[src/ntp_pkg.sv]
// shared types, sizes and register codes of the peak normalizer
package ntp_pkg;

   // frame store geometry
   localparam int FRAME_DEPTH = 64;
   localparam int ADDR_W      = (FRAME_DEPTH > 1) ? $clog2(FRAME_DEPTH) : 1;
   localparam int CNT_W       = $clog2(FRAME_DEPTH + 1);
   localparam int NUM_BANKS   = 2;
   localparam int BANK_W      = $clog2(NUM_BANKS);
   localparam int MEM_AW      = ADDR_W + BANK_W;
   localparam int QCNT_W      = $clog2(NUM_BANKS + 1);

   // field widths
   localparam int SAMPLE_W  = 24;
   localparam int DATA_W    = 32;
   localparam int CSR_IDX_W = 2;

   // datapath widths: product, numerator 2p+d, its magnitude, divider
   localparam int PROD_W = 57;
   localparam int NUM_W  = 58;
   localparam int MAG_W  = 57;
   localparam int QBITS  = 33;
   localparam int DIV_W  = 25;
   localparam int QV_W   = 35;
   localparam int RSUM_W = 36;
   localparam int DCNT_W = 6;

   // register indexes
   localparam logic [CSR_IDX_W-1:0] CSR_SCALE  = 2'd0;
   localparam logic [CSR_IDX_W-1:0] CSR_OFFSET = 2'd1;
   localparam logic [CSR_IDX_W-1:0] CSR_PEAK   = 2'd2;

   // register reset values
   localparam logic [DATA_W-1:0]   SCALE_RESET  = 32'h0001_0000;
   localparam logic [DATA_W-1:0]   OFFSET_RESET = 32'h0000_0000;
   localparam logic [SAMPLE_W-1:0] PEAK_RESET   = 24'h00_0000;

   typedef struct packed {
      logic [SAMPLE_W-1:0] sample;
      logic                frame_end;
   } req_type;

   typedef struct packed {
      logic signed [DATA_W-1:0] normalized;
      logic                     run_end;
      logic                     zero_divisor;
      logic                     overflowed;
   } rsp_type;

   // one closed frame waiting for emission
   typedef struct packed {
      logic [BANK_W-1:0]   bank;
      logic [CNT_W-1:0]    count;
      logic [SAMPLE_W-1:0] divisor;
      logic                dropped;
   } job_type;

   // store write from the loader
   typedef struct packed {
      logic                en;
      logic [MEM_AW-1:0]   addr;
      logic [SAMPLE_W-1:0] data;
   } mem_wr_type;

endpackage

[src/ntp_front.sv]
// loader: stores samples, tracks the frame maximum and closes frames
module ntp_front (
   input  logic                          clock,
   input  logic                          reset,
   input  logic                          req_valid,
   output logic                          req_ready,
   input  ntp_pkg::req_type              req_data,
   input  logic [ntp_pkg::SAMPLE_W-1:0]  peak,
   input  logic                          q_full,
   output logic                          push,
   output ntp_pkg::job_type              push_job,
   output ntp_pkg::mem_wr_type           wr
);

   logic [ntp_pkg::CNT_W-1:0]    fill_ff, fill_in;
   logic [ntp_pkg::SAMPLE_W-1:0] max_ff, max_in;
   logic                         drop_ff, drop_in;
   logic [ntp_pkg::BANK_W-1:0]   bank_ff, bank_in;

   logic                         accept;
   logic                         has_room;
   logic                         store;
   logic [ntp_pkg::CNT_W-1:0]    fill_upd;
   logic [ntp_pkg::SAMPLE_W-1:0] max_upd;
   logic                         drop_upd;

   // a bank is free whenever the queue has room
   assign req_ready = !q_full;
   assign accept    = req_valid && !q_full;
   assign has_room  = (fill_ff != ntp_pkg::CNT_W'(ntp_pkg::FRAME_DEPTH));
   assign store     = accept && has_room;

   // frame bookkeeping
   always_comb begin
      fill_upd = store ? fill_ff + 1'b1 : fill_ff;
      max_upd  = (store && (req_data.sample > max_ff)) ? req_data.sample : max_ff;
      drop_upd = drop_ff | (accept && !has_room);

      push             = accept && req_data.frame_end;
      push_job.bank    = bank_ff;
      push_job.count   = fill_upd;
      push_job.divisor = (peak != '0) ? peak : max_upd;
      push_job.dropped = drop_upd;

      fill_in = fill_upd;
      max_in  = max_upd;
      drop_in = drop_upd;
      bank_in = bank_ff;
      if (push) begin
         fill_in = '0;
         max_in  = '0;
         drop_in = 1'b0;
         bank_in = bank_ff + 1'b1;
      end
   end

   // store write
   always_comb begin
      wr.en   = store;
      wr.addr = {bank_ff, fill_ff[ntp_pkg::ADDR_W-1:0]};
      wr.data = req_data.sample;
   end

   always_ff @(posedge clock) begin
      if (reset) begin
         fill_ff <= '0;
         max_ff  <= '0;
         drop_ff <= 1'b0;
         bank_ff <= '0;
      end else begin
         fill_ff <= fill_in;
         max_ff  <= max_in;
         drop_ff <= drop_in;
         bank_ff <= bank_in;
      end
   end

endmodule

[config.mk]
export PLATFORM = sky130hd
export DESIGN_NAME = ntp_front
export DESIGN_NICKNAME = d
export VERILOG_FILES = /design/src/ntp_pkg.sv /design/src/ntp_front.sv
export SDC_FILE = /design/constraint.sdc
export NUM_CORES = 1
export LEC_CHECK = 0
export BUFFER_PORTS_ARGS = -buffer_cell sky130_fd_sc_hd__buf_2
export CAP_MARGIN = 0
export CORE_UTILIZATION = 32
export CTS_CLUSTER_SIZE = 40
export DETAILED_ROUTE_END_ITERATION = 12
export PLACE_DENSITY_LB_ADDON = 0.08
export SLEW_MARGIN = 25
export SYNTH_ARGS = -nofsm -noshare
export SYNTH_HDL_FRONTEND = slang
export SYNTH_SLANG_ARGS = --single-unit
[constraint.sdc]
create_clock -name clock -period 4.3 [get_ports clock]
set_input_delay 0.43 -clock clock [delete_from_list [all_inputs] [get_ports clock]]
set_output_delay 0.43 -clock clock [all_outputs]
set_load 0.03 [all_outputs]
# Word-level counts from Yosys, hierarchy flattened
# Cells that the tools add are included.
# totals
regBits	33
input_bits	53
output_inout_bits	67
elab_cells	21
# op_classes
n_addsub	2
order_cmp	1
eq_ne	1
muxes	3
bitwise	1
n_reduce_logical	9
# op_table
cell	count
24-bit two-way mux	2
24-bit greater-than comparator	1
24-bit nonzero test	1
7-bit by 1-bit adder with 7-bit output, second input constant	1
7-bit two-way mux	1
7-bit != test, second input constant	1
1-bit logical AND	5
1-bit logical NOT	2
2-bit OR reduction	1
1-bit adder, second input constant	1
1-bit bitwise OR	1

# Logic depth before layout (Yosys ltp)
# logic_depth
depth_word	6
ltp_mapped	11
depth_no_buf	8

# Worst setup path before layout
# No wires, ideal clock.
# synth_path
kind	input port to output port
start	input req_data[23] in the netlist's numbering
end	output push_job[10] in the netlist's numbering
arrival_time_ns	2.381
required_time_ns	3.870
slack_ns	1.489
path_stages	9
n_path_buf	2
path_cell_list	ha_1 > nand4_2 > nor4_2 > o311ai_1 > and3_1 > buf_6 > nor3_4 > buf_6 > a221o_1
# synth_lines
element	line	rtl
from (decl)	ntp_front.sv:7	input ntp_pkg::req_type req_data,
to (decl)	ntp_front.sv:11	output ntp_pkg::job_type push_job,

==> impl_metrics.py <==
metrics = {
    "status": {
        "status": "finished, final reports clean",
    },
    "global_routing": {
        "grt_max_degree": 28,
        "grt_pass1_wl_um": 12200,
        "grt_pass1_vias": 2455,
        "antenna_found_initial": 0,
        "grt-ovfl-total": 0,
        "track_usage_pct": 18.3,
    },
    "sta": {
        "rsz0062_at_grt": "no",
        "hold_violations": 0,
        "finalCritPeriodShare_pct": 87.8,
        "finalClockSkew_ns": 0.00732,
        "slew_headroom_pct": 32.2,
        "setup_viol": 0,
        "setup_tns_ns": 0,
        "drv_slew": 0,
        "min_period_ns": 3.78,
        "timing.hold.ws_ns": 0.316,
        "max_freq_ghz": 0.265,
        "tightest_slew_ns": 1.01,
    },
    "placed_design": {
        "io_buffers": 119,
        "dp_hpwl_um": 5510,
        "routabilityCongestion": 0.756,
    },
    "power": {
        "combPwrFrac_pct": 29.5,
        "switching_share_pct": 35.5,
        "power_density_nw_per_um2": 270,
        "p_seq_share_pct": 38.5,
        "ir_worst_vdd_v": 0.000105,
        "clockPowerShare_pct": 32.0,
        "leakagePower_nw": 1.40,
        "p_int_mw": 0.544,
        "power_switching_mw": 0.299,
    },
    "clock_tree": {
        "numCtsBuffers": 5,
        "cts_resized": 0,
        "clock_sinks": 33,
        "clk_latency_ns": 0.29,
        "h-tree-depth": 2,
        "cts_tree": "yes",
        "clk_pin_slew_worst_paths_ns": 0.07,
        "cts_buffer_depth": 2,
        "cts_hold_buf": 0,
        "root_buffer": "clkbuf_8",
        "cts_setup_buffers": 0,
    },
    "detailed_routing": {
        "num_vias": 2603,
        "drt-vias-per-instance": 5.12,
        "route.detailed.drc": 0,
        "routedWlPerCell_um": 15.0,
        "dr.pass1.iters": 4,
        "drt_iter0_drc": 108,
        "drtAntennaViolNets": 0,
        "drt-total-wl_um": 7600,
    },
    "floorplanning": {
        "row_count": 32,
        "die_y_um": 91.9,
        "ios": 120,
        "start_util_pct": 33.3,
        "die_w_um": 91.9,
        "dieArea_sq_um": 8440,
        "core_area_sq_um": 7770,
    },
    "synthesis": {
        "yosysSeqAreaShare_pct": 25.6,
        "synth_cell_type_count": 35,
        "synth_area_leaders": "dfxtp_1, ha_1, buf_4",
        "synth_cells": 324,
        "synth_warnings": 0,
        "syn_area_per_cell_sq_um": 7.98,
        "synth_top_area_share_pct": 25.6,
        "yosysTopAreaCell": "dfxtp_1",
        "syn-num-nets": 403,
        "synth_area_sq_um": 2580,
        "ys_ff_latch": 33,
    },
    "worst_setup_path": {
        "cp_cell_sequence": "inv_1 > ha_1 > nand4_2 > nor4_2 > o311ai_1 > and3_1 > nor3_4 > a221o_1 > buf_2",
        "critPathKind": "flip-flop to output pin",
        "crit_buf_inv": 2,
        "worstPathMaxFanout": 24,
        "critPathMaxStageDelay_ns": 0.83,
        "start_kind": "flip-flop",
        "cp_slowest_cell": "nor3_4",
        "critical_path_required_ns": 3.87,
        "critPathTopFamily": "simple AND/OR/NAND/NOR gates",
        "critical_path_arrival_ns": 3.35,
        "endpoint_kind": "output pin",
    },
    "final_layout": {
        "area_growth_pct": 20.5,
        "antenna_cells": 0,
        "nFillCells": 865,
        "drive_above_1_share_pct": 34.2,
        "nets": 484,
    },
    "min_path": {
        "hold_path.class": "input pin to flip-flop",
    },
    "flow_run": {
        "maxCapViolations": 0,
    },
}
## metrics by stage
step / power (mW) / worst slack (ns) / area [sq um] / cells / utilization [%]
2_1_floorplan: 0.507 / 1.49 / 2580 / 324 / -
3_3_place_gp: 0.580 / 0.775 / 3010 / 500 / 38.8
3_5_place_dp: 0.580 / 0.651 / 3010 / 500 / 38.8
4_1_cts: 0.854 / 0.480 / 3120 / 508 / 40.1
5_1_grt: 0.890 / 0.300 / 3120 / 508 / 40.1
6_report: 0.843 / 0.523 / 3120 / 508 / 40.1
## cells in the final DEF (no fill, tap or decap), types with 4 or more instances in the layout
cell type | netlist | final
nor2b_1 | 5 | 5
nor2_1 | 6 | 6
nand3_1 | 29 | 29
buf_2 | 3 | 119
nand4_1 | 4 | 4
and2_1 | 6 | 6
ha_1 | 26 | 26
nand2_1 | 13 | 13
clkbuf_8 | 0 | 7
inv_1 | 31 | 31
dfxtp_1 | 33 | 33
a21oi_1 | 32 | 32
a221o_1 | 24 | 24
o21ai_0 | 29 | 29
buf_4 | 34 | 7
nor4_1 | 6 | 6
xnor2_1 | 4 | 4
## layer usage
layer,global-route usage (%),vias to the layer above,wire length [um]
met4,4.30,0,65
met3,2.74,6,354
met5,0,-,0
met2,31.3,82,3420
met1,24.0,1216,3760
li1,-,1299,-
## layout make-up
class	count	area, sq um	area share (%)
repair buffers	126	648	20.8
clock inverters	1	5.00	0.161
inverters	31	116	3.73
multi-input cells	208	1460	46.9
well taps	102	128	4.10
flip-flops and latches	33	661	21.2
clock buffers	7	96.3	3.09
## state kept, by name, indices dropped and copies added, names as in the netlist
name     cells
fill_ff      7
max_ff      24
drop_ff      1
bank_ff      1
## cell families (layout without fill, tap and decap cells)
| kind of cell | Yosys count | after routing | synth area share (%) |
|---|---|---|---|
| buffers and inverters | 83 | 165 | 18.0 |
| adder cells (fa/ha/maj) | 26 | 26 | 12.6 |
| flip-flops | 33 | 33 | 25.6 |
| XOR/XNOR | 7 | 7 | 2.37 |
| AND/OR/NAND/NOR | 82 | 82 | 17.8 |
| AO/OA/AOI/OAI | 93 | 93 | 23.7 |
## cells in the mapped netlist, drive strengths merged
library cell,n
o21ai,29
buf,40
a41oi,1
o211ai,1
nor4,7
a221o,24
nand2,13
nor2,6
and4,3
and3,1
xnor2,4
ha,26
a211oi,1
xor2,3
nor2b,5
a21oi,33
nand4bb,1
a221oi,1
dfxtp,33
nand2b,2
nor3,4
a21o,1
nand3,29
clkbuf,12
inv,31
nand4,5
o311ai,1
and2,6
a32oi,1
## power by group through the flow
stage / logic (mW) / clock network, mW / registers (mW)
final: 0.248 / 0.270 / 0.324
after global routing: 0.273 / 0.291 / 0.326
after CTS: 0.250 / 0.280 / 0.324
after detailed placement: 0.249 / 0 / 0.332
after global placement: 0.249 / 0 / 0.331
after floorplan: 0.178 / 0 / 0.329
## final timing paths
| kind | to | depth (start not counted) | start | slack [ns] |
|---|---|---|---|---|
| max | push_job[16] | 9 | max_ff[22] | 0.52 |
| min | bank_ff | 2 | reset | 0.32 |
| max reg2reg | max_ff[11] | 9 | max_ff[5] | 1.85 |
| min reg2reg | max_ff[16] | 2 | max_ff[16] | 0.50 |
Note: power is estimated with default switching activity, not from simulation.
