### src/ntp_pkg.sv
// shared types, sizes and register codes of the peak normalizer
package ntp_pkg;

   // frame store geometry
   localparam int FRAME_DEPTH = 64;
   localparam int ADDR_W      = (FRAME_DEPTH > 1) ? $clog2(FRAME_DEPTH) : 1;
   localparam int CNT_W       = $clog2(FRAME_DEPTH + 1);
   localparam int NUM_BANKS   = 2;
   localparam int BANK_W      = $clog2(NUM_BANKS);
   localparam int MEM_AW      = ADDR_W + BANK_W;
   localparam int QCNT_W      = $clog2(NUM_BANKS + 1);

   // field widths
   localparam int SAMPLE_W  = 24;
   localparam int DATA_W    = 32;
   localparam int CSR_IDX_W = 2;

   // datapath widths: product, numerator 2p+d, its magnitude, divider
   localparam int PROD_W = 57;
   localparam int NUM_W  = 58;
   localparam int MAG_W  = 57;
   localparam int QBITS  = 33;
   localparam int DIV_W  = 25;
   localparam int QV_W   = 35;
   localparam int RSUM_W = 36;
   localparam int DCNT_W = 6;

   // register indexes
   localparam logic [CSR_IDX_W-1:0] CSR_SCALE  = 2'd0;
   localparam logic [CSR_IDX_W-1:0] CSR_OFFSET = 2'd1;
   localparam logic [CSR_IDX_W-1:0] CSR_PEAK   = 2'd2;

   // register reset values
   localparam logic [DATA_W-1:0]   SCALE_RESET  = 32'h0001_0000;
   localparam logic [DATA_W-1:0]   OFFSET_RESET = 32'h0000_0000;
   localparam logic [SAMPLE_W-1:0] PEAK_RESET   = 24'h00_0000;

   typedef struct packed {
      logic [SAMPLE_W-1:0] sample;
      logic                frame_end;
   } req_type;

   typedef struct packed {
      logic signed [DATA_W-1:0] normalized;
      logic                     run_end;
      logic                     zero_divisor;
      logic                     overflowed;
   } rsp_type;

   // one closed frame waiting for emission
   typedef struct packed {
      logic [BANK_W-1:0]   bank;
      logic [CNT_W-1:0]    count;
      logic [SAMPLE_W-1:0] divisor;
      logic                dropped;
   } job_type;

   // store write from the loader
   typedef struct packed {
      logic                en;
      logic [MEM_AW-1:0]   addr;
      logic [SAMPLE_W-1:0] data;
   } mem_wr_type;

endpackage

### src/ntp_queue.sv
// two-entry queue of closed frames between loader and emitter
module ntp_queue (
   input  logic             clock,
   input  logic             reset,
   input  logic             push,
   input  ntp_pkg::job_type push_job,
   input  logic             pop,
   output ntp_pkg::job_type head,
   output logic             full,
   output logic             empty
);

   ntp_pkg::job_type                    entry_ff [ntp_pkg::NUM_BANKS];
   logic [ntp_pkg::BANK_W-1:0]          wr_ptr_ff, wr_ptr_in;
   logic [ntp_pkg::BANK_W-1:0]          rd_ptr_ff, rd_ptr_in;
   logic [ntp_pkg::QCNT_W-1:0]          count_ff, count_in;

   assign full  = (count_ff == ntp_pkg::QCNT_W'(ntp_pkg::NUM_BANKS));
   assign empty = (count_ff == '0);
   assign head  = entry_ff[rd_ptr_ff];

   // pointer and count update
   always_comb begin
      wr_ptr_in = wr_ptr_ff;
      rd_ptr_in = rd_ptr_ff;
      count_in  = count_ff;
      if (push) begin
         wr_ptr_in = wr_ptr_ff + 1'b1;
      end
      if (pop) begin
         rd_ptr_in = rd_ptr_ff + 1'b1;
      end
      if (push && !pop) begin
         count_in = count_ff + 1'b1;
      end else if (pop && !push) begin
         count_in = count_ff - 1'b1;
      end
   end

   always_ff @(posedge clock) begin
      if (reset) begin
         wr_ptr_ff <= '0;
         rd_ptr_ff <= '0;
         count_ff  <= '0;
      end else begin
         wr_ptr_ff <= wr_ptr_in;
         rd_ptr_ff <= rd_ptr_in;
         count_ff  <= count_in;
      end
   end

   // entry storage
   always_ff @(posedge clock) begin
      if (push) begin
         entry_ff[wr_ptr_ff] <= push_job;
      end
   end

   a_no_push_when_full: assert property (@(posedge clock) disable iff (reset)
      push |-> !full)
      else $error("frame queue pushed while full");

endmodule

### config.mk
export PLATFORM = sky130hd
export DESIGN_NAME = ntp_queue
export DESIGN_NICKNAME = d
export VERILOG_FILES = /design/src/ntp_pkg.sv /design/src/ntp_queue.sv
export SDC_FILE = /design/constraint.sdc
export NUM_CORES = 1
export LEC_CHECK = 0
export CORE_MARGIN = 5
export CORE_UTILIZATION = 61
export DETAILED_ROUTE_END_ITERATION = 16
export DONT_BUFFER_PORTS = 1
export PLACE_DENSITY_LB_ADDON = 0.1
export SETUP_SLACK_MARGIN = 0.15
export SLEW_MARGIN = 25
export SYNTH_ARGS = -nofsm -noshare
export SYNTH_HDL_FRONTEND = slang
export SYNTH_SLANG_ARGS = --single-unit
### constraint.sdc
create_clock -name clock -period 3 [get_ports clock]
set_clock_uncertainty 0.1 [all_clocks]
set_input_delay 0.6 -clock clock [delete_from_list [all_inputs] [get_ports clock]]
set_output_delay 0.6 -clock clock [all_outputs]
set_load 0.1 [all_outputs]
# ---- Yosys cells after proc, flatten, opt, wreduce, memory -nomap -nowiden
# Memories as Yosys holds them, arrays and structs flattened. A register that Yosys moved wholly into a read port is not among the register bits.
# Index checks and enable logic that the tools add are counted.
dict set report word_totals {
  reg_bits 4
  ram_bits 66
  in_bits 37
  out_inout_bits 35
  mem_count 1
}
# name depth width rd rd_clocked_by_memory_dff wr line_no
set memory_table {}
lappend memory_table {entry_ff 2 33 1 1 1 ntp_queue.sv:13} ;# ntp_pkg::job_type entry_ff [ntp_pkg::NUM_BANKS];
dict set report classes {
  add_sub_neg 4
  n_eq_ne 1
  n_mux 6
  reduce_logical 6
}
# cell n
set op_table {}
lappend op_table {{2-to-1 mux 1 bit} 4}
lappend op_table {{2-to-1 mux 2 bit} 2}
lappend op_table {{adder 1 bit (second input constant)} 2}
lappend op_table {{adder 2 x 1 -> 2 bit (second input constant)} 1}
lappend op_table {{== test 2 bit (second input constant)} 1}
lappend op_table {{logical AND 1 bit} 2}
lappend op_table {{zero test 1 bit} 2}
lappend op_table {{zero test 2 bit} 1}
lappend op_table {{nonzero test 2 bit} 1}
lappend op_table {{subtractor 2 x 1 -> 2 bit (second input constant)} 1}

# ---- Longest topological paths before layout
# Gate-level depths: netlist (run 1).
dict set report logic_depth {
  ltp_word 4
  depth_mapped 5
}

# ---- Worst setup path before layout (run 1)
# OpenSTA, ideal clock, no wires.
dict set report synth_path {
  path_kind {input to register}
  from {input push}
  to {memory entry_ff[0][0] in the netlist's numbering, enable pin}
  setup_ns 0.427
  arrival_ns 2.090
  required_ns 2.473
  setup_slack_ns 0.383
  cell_stages 1
  n_path_buf 0
  path_cell_list {nor2b_1}
}
dict set report synth_via {
  elab_chain_len 2
}
# item line_no
set synth_lines {}
lappend synth_lines {{from (decl)} ntp_queue.sv:5} ;# input logic push,
lappend synth_lines {{2-to-1 mux 1 bit} ntp_queue.sv:54} ;# if (push) begin
lappend synth_lines {{2-to-1 mux 1 bit (not written as such)} ntp_queue.sv:55} ;# entry_ff[wr_ptr_ff] <= push_job;
lappend synth_lines {{to (decl)} ntp_queue.sv:13}
# No other way between the ends.

==> results.toml, run 1 <==
[die]
io_pins = 72
die_w_um = 75.1
die_y_um = 75.1
fp-row-count = 23
initial_utilization_pct = 63.6
design.core.area_um2 = 4060
dieArea_um2 = 5630

[cells_and_area]
drive_above_1_share_pct = 48.6
fin_area_um2 = 3510
final_util_pct = 86.5
final_nets = 206
final_cells = 223
area_growth_pct = 35.9
diodes = 0

[grt]
antenna_found_initial = 0
grtUsageMet1_pct = 18.3
gr-usage-met2_pct = 32.5
grtUsageTotal_pct = 18.7
gr-usage-met3_pct = 8.95
gr-total-overflow = 0
grt_max_degree = 34
busiest_layer = "met2"
grt_pass1_vias = 1355
grt_pass1_wl_mm = 7.06

[cts]
htreeDepth = 3
cts_buffers = 9
cts_tree = "yes"
cts.sinks = 71
clk_latency_ns = 0.33
post_cts_resize_count = 0
clockBufferDepth = 2
hold_buffers = 0
clk_pin_slew_worst_paths_ns = 0.07
post_cts_buffers = 0
root_buffer = "clkbuf_8"

[place]
numPortBuffers = 0
placed_area_um2 = 3330
numPlacedInstances = 207
place_hpwl_mm = 3.35
globalplace.congestion = 0.723
detailedPlace.worstSlack_ns = 0.904

[worst_setup_path]
startpoint_type = "register"
cp.required_ns = 2.30
setup.worst_path.end_class = "output port"
cp_max_fo = 25
critPathKind = "register to output port"
cp.arrival_ns = 1.73

[yosys]
yosysSeqAreaShare_pct = 80.7
synth-seq-cells = 71
ys_types = 15
syn-mean-instance-area_um2 = 20.6
syn_inst = 125
ys_top_cells_by_area = "edfxtp_1 (77%), mux2_2 (14%), dfxtp_1 (3.9%)"
synth_area_leader_cell = "edfxtp_1"
netlist.area_leader.share_pct = 76.8
synth_area_um2 = 2580
synth_nets = 163
ys_warn_count = 0

[timing]
fin_hold_ws_ns = 0.233
tightest_slew_ns = 0.961
setup_tns_ns = 0
fin_crit_sh_pct = 81.1
fmax_mhz = 411
slew_violations = 0
hold_viol = 0
max-slew-margin-rel_pct = 35.8
setup_viol_count_final = 0
worst_slack_ns = 0.568
fin_crit_ns = 2.43
grt_setup_unrepaired = "false"

[power_and_ir_drop]
intPower_mw = 1.78
power.share.clock_pct = 25.9
p_leak_nw = 1.26
switchingPower_mw = 0.847
p_comb_share_pct = 29.3
p_sw_share_pct = 32.2
p_per_area_nw_per_um2 = 750
finalPower_mw = 2.63
p_seq_share_pct = 44.8
ir_worst_vdd_v = 0.000706

[detailed_routing]
antenna_left = 0
drt_wl_total_mm = 4.81
drc = 0
firstDrtPassIters = 6
vias_per_cell = 5.44
vias = 1213
avgRoutedWirePerCell_um = 21.6
drt-initial-drc-count = 75

[min_path]
hold_class = "primary input to register"

[job]
maxCapViolations = 0

[status]
status = "finished clean"
per-layer routing:
layer | vias up | share of wire [%]
met5 | - | 0
met4 | 0 | 2.1
met3 | 8 | 10
met2 | 52 | 55
met1 | 590 | 33
li1 | 563 | -
cells in the final DEF (no fill, tap or decap), types with 2 or more instances in the layout:
master and n:
edfxtp_1 66, buf_12 34, mux2_2 33, clkbuf_8 9
dfxtp_1 5, nor2_1 4, clkinv_1 3, xor2_1 2
xnor2_1 2, clkinv_2 2, buf_4 2
logic make-up after synthesis:
group                    share of synthesized area, %
buffers and inverters                           0.921
adder cells (fa/ha/maj)                         0.485
multiplexers                                     14.4
AO/OA/AOI/OAI                                   0.387
AND/OR/NAND/NOR                                  1.79
XOR/XNOR                                         1.36
flip-flops                                       80.7
final cells by class:
class | count | area (µm²)
multi-input combinational | 49 | 485
timing repair buffer | 36 | 696
fill | 161 | 549
sequential | 71 | 2080
clock inverter | 6 | 51.3
inverter | 1 | 3.75
tap | 50 | 62.6
clock buffer | 10 | 128
synthesized netlist by cell type, drive strengths merged:
| library cell | number |
|---|---|
| edfxtp | 66 |
| mux2 | 33 |
| dfxtp | 5 |
| nor2 | 5 |
| buf | 4 |
| xnor2 | 2 |
| xor2 | 2 |
| a21oi | 1 |
| and2 | 1 |
| and2b | 1 |
| ha | 1 |
| inv | 1 |
| nor2b | 1 |
| o21ai | 1 |
| or3 | 1 |
state kept, by name (all words and copies together), names as in the netlist, named ones only:
signal     cells
wr_ptr_ff      1
rd_ptr_ff      1
entry_ff      66
count_ff       2
path summary, 6_finish.rpt:
| path | endpoint | from | depth (start not counted) | slack (ns) |
|---|---|---|---|---|
| min | rd_ptr_ff$_SDFFE_PP0P_ | reset | 1 | 0.23 |
| max reg2reg | entry_ff[1][6]$_DFFE_PP_ | wr_ptr_ff$_SDFFE_PP0P_ | 2 | 1.14 |
| min reg2reg | count_ff[1]$_SDFFE_PP0P_ | count_ff[1]$_SDFFE_PP0P_ | 2 | 0.43 |
| max | head[7] | register | 3 | 0.57 |
critical path, cell delays in order (launching register included):
cell	delay (ns)
dfxtp_1	0.59
buf_12	0.25
mux2_2	0.39
buf_12	0.17
power by group through the flow:
stage,clock network [mW],registers [mW],logic (mW)
5_1_grt,0.745,1.18,0.787
3_5_place_dp,0,1.20,0.774
3_3_place_gp,0,1.19,0.762
6_report,0.681,1.18,0.770
2_1_floorplan,0,1.19,0.516
4_1_cts,0.692,1.18,0.776
(Power assumes the default switching activity.)
==> run 2: changes to the inputs <==
Settings changed: CORE_UTILIZATION 61 to 55.
Clock period 3 ns to 2.2 ns, I/O delays scaled along.
==> run 2 against run 1 <==
Combinational power increased by 39%. Sequential power increased by 36%. Non-clock buffer count increased by 4. Global-route usage decreased by 2.9 points. Worst hold slack got worse by 0.16 ns. Critical path type unchanged. Critical endpoint is now head[14].
==> results.toml, run 2 (synthesis gave the netlist of run 1 again) <==
[timing]
max-slew-margin-rel_pct = 66.6
fin_crit_ns = 1.98
fmax_mhz = 504
tightest_slew_ns = 0.503
hold_viol = 0
fin_crit_sh_pct = 90.2
setup_tns_ns = 0
slew_violations = 0
setup_viol_count_final = 0
worst_slack_ns = 0.216
grt_setup_unrepaired = "true"

[worst_setup_path]
path_delay_family = "flip-flops"
reg2reg_to = "entry_ff[1][4]$_DFFE_PP_"
crit_path_max_incr_delay_ns = 0.38
worst_path_most_repeated_cell = "buf_12"
cp_slowest_cell = "dfxtp_2"
setup.worst_path.end_class = "output port"
r2r-start = "wr_ptr_ff$_SDFFE_PP0P_"
worst-path-buf-inv = 2
cp_max_fo = 20
regToRegSetupSlack_ns = 0.73
cp.arrival_ns = 1.44
critPathKind = "register to output port"
startpoint_type = "register"
cp.required_ns = 1.66
reg2reg_depth = 2
cp_cell_sequence = "buf_12 -> mux2_2 -> buf_12"

[detailed_routing]
drt_wl_total_mm = 4.50
drc = 0
vias = 1273
vias_per_cell = 5.51
drt-initial-drc-count = 100
firstDrtPassIters = 4
antenna_left = 0
avgRoutedWirePerCell_um = 19.5

[cts]
htreeDepth = 3
cts.sinks = 71
cts_tree = "yes"
clockBufferDepth = 2
clk_pin_slew_worst_paths_ns = 0.07
clk_latency_ns = 0.33
post_cts_buffers = 0
cts_buffers = 9
root_buffer = "clkbuf_8"

[min_path]
min-delay-start = "reset"
hold_class = "primary input to register"
min_to = "count_ff[1]$_SDFFE_PP0P_"
worstHoldPathCells = 1

[power_and_ir_drop]
ir_worst_vdd_v = 0.000749
finalPower_mw = 3.63
p_leak_nw = 1.29
p_per_area_nw_per_um2 = 1020

[cells_and_area]
final_util_pct = 77.1
fin_area_um2 = 3570
area_growth_pct = 38.3
seqCellArea_um2 = 2080
layout_commonest_cell = "edfxtp_1"
biggestRegsByFlops = "entry_ff: 66 flops, count_ff: 2 flops"
max_flop_register = "entry_ff"
largest_reg_flops = 66
diodes = 0
multi_input_area_um2 = 487
drive_above_1_share_pct = 52.5
final_cell_mix = "edfxtp_1 (66), buf_12 (35), mux2_2 (33)"
final_nets = 210
nFillCells = 258

[place]
place_hpwl_mm = 3.16
detailedPlace.worstSlack_ns = 0.473
numPortBuffers = 0
placed_area_um2 = 3360
globalplace.congestion = 0.642

[die]
dieArea_um2 = 6160
initial_utilization_pct = 55.8
design.core.area_um2 = 4630
die_w_um = 78.5
die_y_um = 78.5
io_pins = 72
fp-row-count = 25

[status]
status = "finished clean"

[job]
maxCapViolations = 0

[grt]
grt_pass1_vias = 1362
grt_max_degree = 21
grt_pass1_wl_mm = 7.10
grtUsageTotal_pct = 15.8
gr-total-overflow = 0
antenna_found_initial = 0
## run 2: layout make-up
class	count	share of cell area (%)
Sequential cell	71	58.3
Timing Repair Buffer	40	20.8
Multi-Input combinational cell	49	13.6
Clock buffer	9	3.47
Tap cell	54	1.89
Clock inverter	7	1.79
Inverter	1	0.105
## run 2: worst max-delay path by stage
stage                     cells after the start                       end     start
after floorplan                               1  entry_ff[0][0]$_DFFE_PP_      push
after global placement                        3                   head[0]  register
after detailed placement                      3                  head[10]  register
after CTS                                     3                   head[3]  register
after global routing                          3                  head[14]  register
final                                         3                  head[14]  register
## run 2: power by group
group / internal [mW] / total, mW / leakage [nW] / switching, mW
Sequential: 1.57 / 1.60 / 0.661 / 0.0278
Clock: 0.513 / 0.967 / 0.0924 / 0.455
Combinational: 0.364 / 1.07 / 0.535 / 0.703
Total: 2.45 / 3.63 / 1.29 / 1.19
## run 2: what timing repair did
item                       4_1_cts  5_1_grt
gates cloned                     0        1
setup endpoints to repair       20       33
gates resized for setup          1        6
hold buffers                     0        0
## run 2: metal layers
layer | global-route usage, % | part of all wire, % | up-vias
met1 | 16.1 | 34 | 638
met5 | 0 | 0 | -
met3 | 7.91 | 9.7 | 8
li1 | - | - | 578
met2 | 26.1 | 54 | 49
met4 | 8.92 | 1.6 | 0
## run 2: stage by stage
step | cells | hold slack (ns)
after floorplan | 125 | 0.373
final | 231 | 0.0688
after global routing | 231 | 0.0487
after detailed placement | 214 | 0.410
after CTS | 230 | 0.0510
after global placement | 214 | 0.380
==> run 3: changes to the inputs <==
Settings changed: CORE_UTILIZATION 55 to 66.
Clock period 2.2 ns to 2.3 ns, I/O delays scaled along.
==> run 3 against run 2 <==
The run now fails in clock tree synthesis. Synthesized cell count unchanged. Area after synthesis is the same.
==> results.toml, run 3 <==
[yosys]
synth_nets = 163
synth_area_leader_cell = "edfxtp_1"
ys_top_cells_by_area = "edfxtp_1 (77%), mux2_2 (14%), dfxtp_1 (3.9%)"
netlist.area_leader.share_pct = 76.8
synth_edf_count = 66
yosysMostFrequentCell = "edfxtp_1"
ys_types = 15
async_flop_share_pct = 0
synthTopCellsByCount = "edfxtp_1 (66), mux2_2 (33), dfxtp_1 (5), nor2_1 (5), buf_2 (4)"
synth_area_um2 = 2580
syn_inst = 125
syn-mean-instance-area_um2 = 20.6
yosys_most_used_dff = "edfxtp_1"
yosysSeqAreaShare_pct = 80.7
synth-seq-cells = 71
ys_warn_count = 0

[cts]
hold_buffers = 0
cts.sinks = 71
post_cts_buffers = 0
htreeDepth = 3
clockBufferDepth = 2
cts_buffers = 9
root_buffer = "clkbuf_8"
post_cts_resize_count = 4

[die]
die_y_um = 72.5
initial_utilization_pct = 69.5
fp-row-count = 22
die_w_um = 72.5
io_pins = 72

[status]
lastStage = "clock tree synthesis"
status = "aborted with a tool error"
toolErrorMsg = "[ERROR DPL-0033] detailed placement checks failed during check placement."

[place]
numPlacedInstances = 208
numPortBuffers = 0
place_hpwl_mm = 4.10
globalplace.congestion = 0.731
-- run 3: cells by family after synthesis --
logic type / Yosys count / share of synthesized area, %
multiplexers: 33 / 14.4
XOR/XNOR: 4 / 1.36
adder cells (fa/ha/maj): 1 / 0.485
buffers and inverters: 5 / 0.921
flip-flops: 71 / 80.7
AND/OR/NAND/NOR: 9 / 1.79
AO/OA/AOI/OAI: 2 / 0.387
-- run 3: per-stage QoR --
| stage | setup slack, ns | instance area (µm²) | util, % |
|---|---|---|---|
| floorplan | 0.158 | 2580 | - |
| detailed placement | 0.562 | 3350 | 90.1 |
| global placement | 0.627 | 3350 | 90.1 |
==> run 4: changes to the inputs <==
Settings changed: CORE_UTILIZATION 66 to 40, PLACE_DENSITY_LB_ADDON 0.1 to 0.15, SETUP_SLACK_MARGIN 0.15 to default.
==> run 4 against run 3 <==
The run now ends clean.
==> results.toml, run 4 (synthesis gave the netlist of run 1 again) <==
[detailed_routing]
vias = 1204
avgRoutedWirePerCell_um = 18.1
drt_wl_total_mm = 4.54
drc = 0
firstDrtPassIters = 3
antenna_left = 0
vias_per_cell = 4.80
drt-initial-drc-count = 47

[place]
numPlacedInstances = 236
numPortBuffers = 0
place_hpwl_mm = 3.18
globalplace.congestion = 0.715
placed_area_um2 = 3380

[cells_and_area]
final_cell_mix = "edfxtp_1 (66), buf_12 (34), mux2_2 (33)"
largest_reg_flops = 66
fin_area_um2 = 3530
final_nets = 208
layout_commonest_cell = "edfxtp_1"
biggestRegsByFlops = "entry_ff: 66 flops, count_ff: 2 flops"
final_cells = 251
area_growth_pct = 36.6
seqCellArea_um2 = 2080
nFillCells = 508
multi_input_area_um2 = 487
diodes = 0
max_flop_register = "entry_ff"
drive_above_1_share_pct = 48.9

[min_path]
hold_class = "primary input to register"
min_to = "count_ff[1]$_SDFFE_PP0P_"
min-delay-start = "reset"
worstHoldPathCells = 1

[power_and_ir_drop]
p_seq_share_pct = 46.1
p_per_area_nw_per_um2 = 940
switchingPower_mw = 1.09
power.share.clock_pct = 23.5
p_comb_share_pct = 30.4
ir_worst_vdd_v = 0.000725
intPower_mw = 2.22
p_sw_share_pct = 32.9
p_leak_nw = 1.26

[timing]
slew_violations = 0
max-slew-margin-rel_pct = 66.7
fin_crit_sh_pct = 91.0
setup_viol_count_final = 0
hold_viol = 0
fin_crit_ns = 2.09
tightest_slew_ns = 0.501
grt_setup_unrepaired = "false"
fin_hold_ws_ns = 0.0891
fmax_mhz = 478
setup_tns_ns = 0

[die]
io_pins = 72
die_w_um = 90.3
initial_utilization_pct = 40.9
die_y_um = 90.3
fp-row-count = 29
dieArea_um2 = 8160
design.core.area_um2 = 6310

[cts]
cts_buffers = 9
post_cts_buffers = 0
hold_buffers = 0
cts.sinks = 71
cts_tree = "yes"
htreeDepth = 3
clk_latency_ns = 0.32
clk_pin_slew_worst_paths_ns = 0.07
clockBufferDepth = 2
root_buffer = "clkbuf_8"
post_cts_resize_count = 0

[status]
status = "finished clean"

[worst_setup_path]
r2r-start = "wr_ptr_ff$_SDFFE_PP0P_"
cp.arrival_ns = 1.53
cp_cell_sequence = "buf_4 -> mux2_2 -> buf_12"
cp_slowest_cell = "mux2_2"
critPathKind = "register to output port"
setup.worst_path.end_class = "output port"
regToRegSetupSlack_ns = 0.80
cp.required_ns = 1.74
reg2reg_to = "entry_ff[1][26]$_DFFE_PP_"
reg2reg_depth = 2
startpoint_type = "register"
cp_max_fo = 20
crit_path_max_incr_delay_ns = 0.41

[grt]
grtUsageTotal_pct = 11.8
grt_pass1_wl_mm = 7.25
antenna_found_initial = 0
grt_max_degree = 34
grt_pass1_vias = 1349
gr-total-overflow = 0

[job]
maxCapViolations = 0
-- run 4: final cells by class --
class | count | share of cell area [%]
Timing Repair Buffer | 38 | 20.1
Tap cell | 77 | 2.73
Inverter | 1 | 0.106
Sequential cell | 71 | 59.0
Clock inverter | 2 | 0.248
Multi-Input combinational cell | 49 | 13.8
Clock buffer | 13 | 3.94
-- run 4: worst max-delay path by stage --
stage                             startpoint        to  slack, ns  cells past startpoint
floorplan           count_ff[0]$_SDFFE_PP0P_     empty       0.16                      1
global placement                    register  head[15]       0.57                      3
detailed placement                  register  head[15]       0.55                      3
CTS                                 register  head[15]       0.17                      3
global route                        register  head[15]       0.14                      3
finish                              register  head[15]       0.21                      3
-- run 4: power groups by stage --
stage               Sequential (mW)  Clock, mW  Combinational [mW]
finish                         1.53      0.778                1.01
floorplan                      1.55          0               0.674
CTS                            1.53      0.808                1.02
global placement               1.55          0                1.01
detailed placement             1.56          0                1.02
global route                   1.53      0.866                1.04
-- run 4: through the flow --
step	total power, mW	setup WS (ns)	utilization (%)
floorplan	2.22	0.158	-
global placement	2.56	0.573	53.5
detailed placement	2.58	0.553	53.5
CTS	3.36	0.174	55.9
global route	3.44	0.140	55.9
finish	3.32	0.208	55.9
-- run 4: routing by layer --
layer	up-vias	GRT usage (%)	wire, µm
met3	8	8.58	545
met5	-	0	0
met4	0	5.21	77
li1	570	-	-
met1	580	11.4	1580
met2	46	18.8	2340
-- run 4: worst max-delay path: cells and delay by family, from the launching register on --
family / cells / cell delay, ns
buf+inv: 2 / 0.45
flops: 1 / 0.33
mux: 1 / 0.41
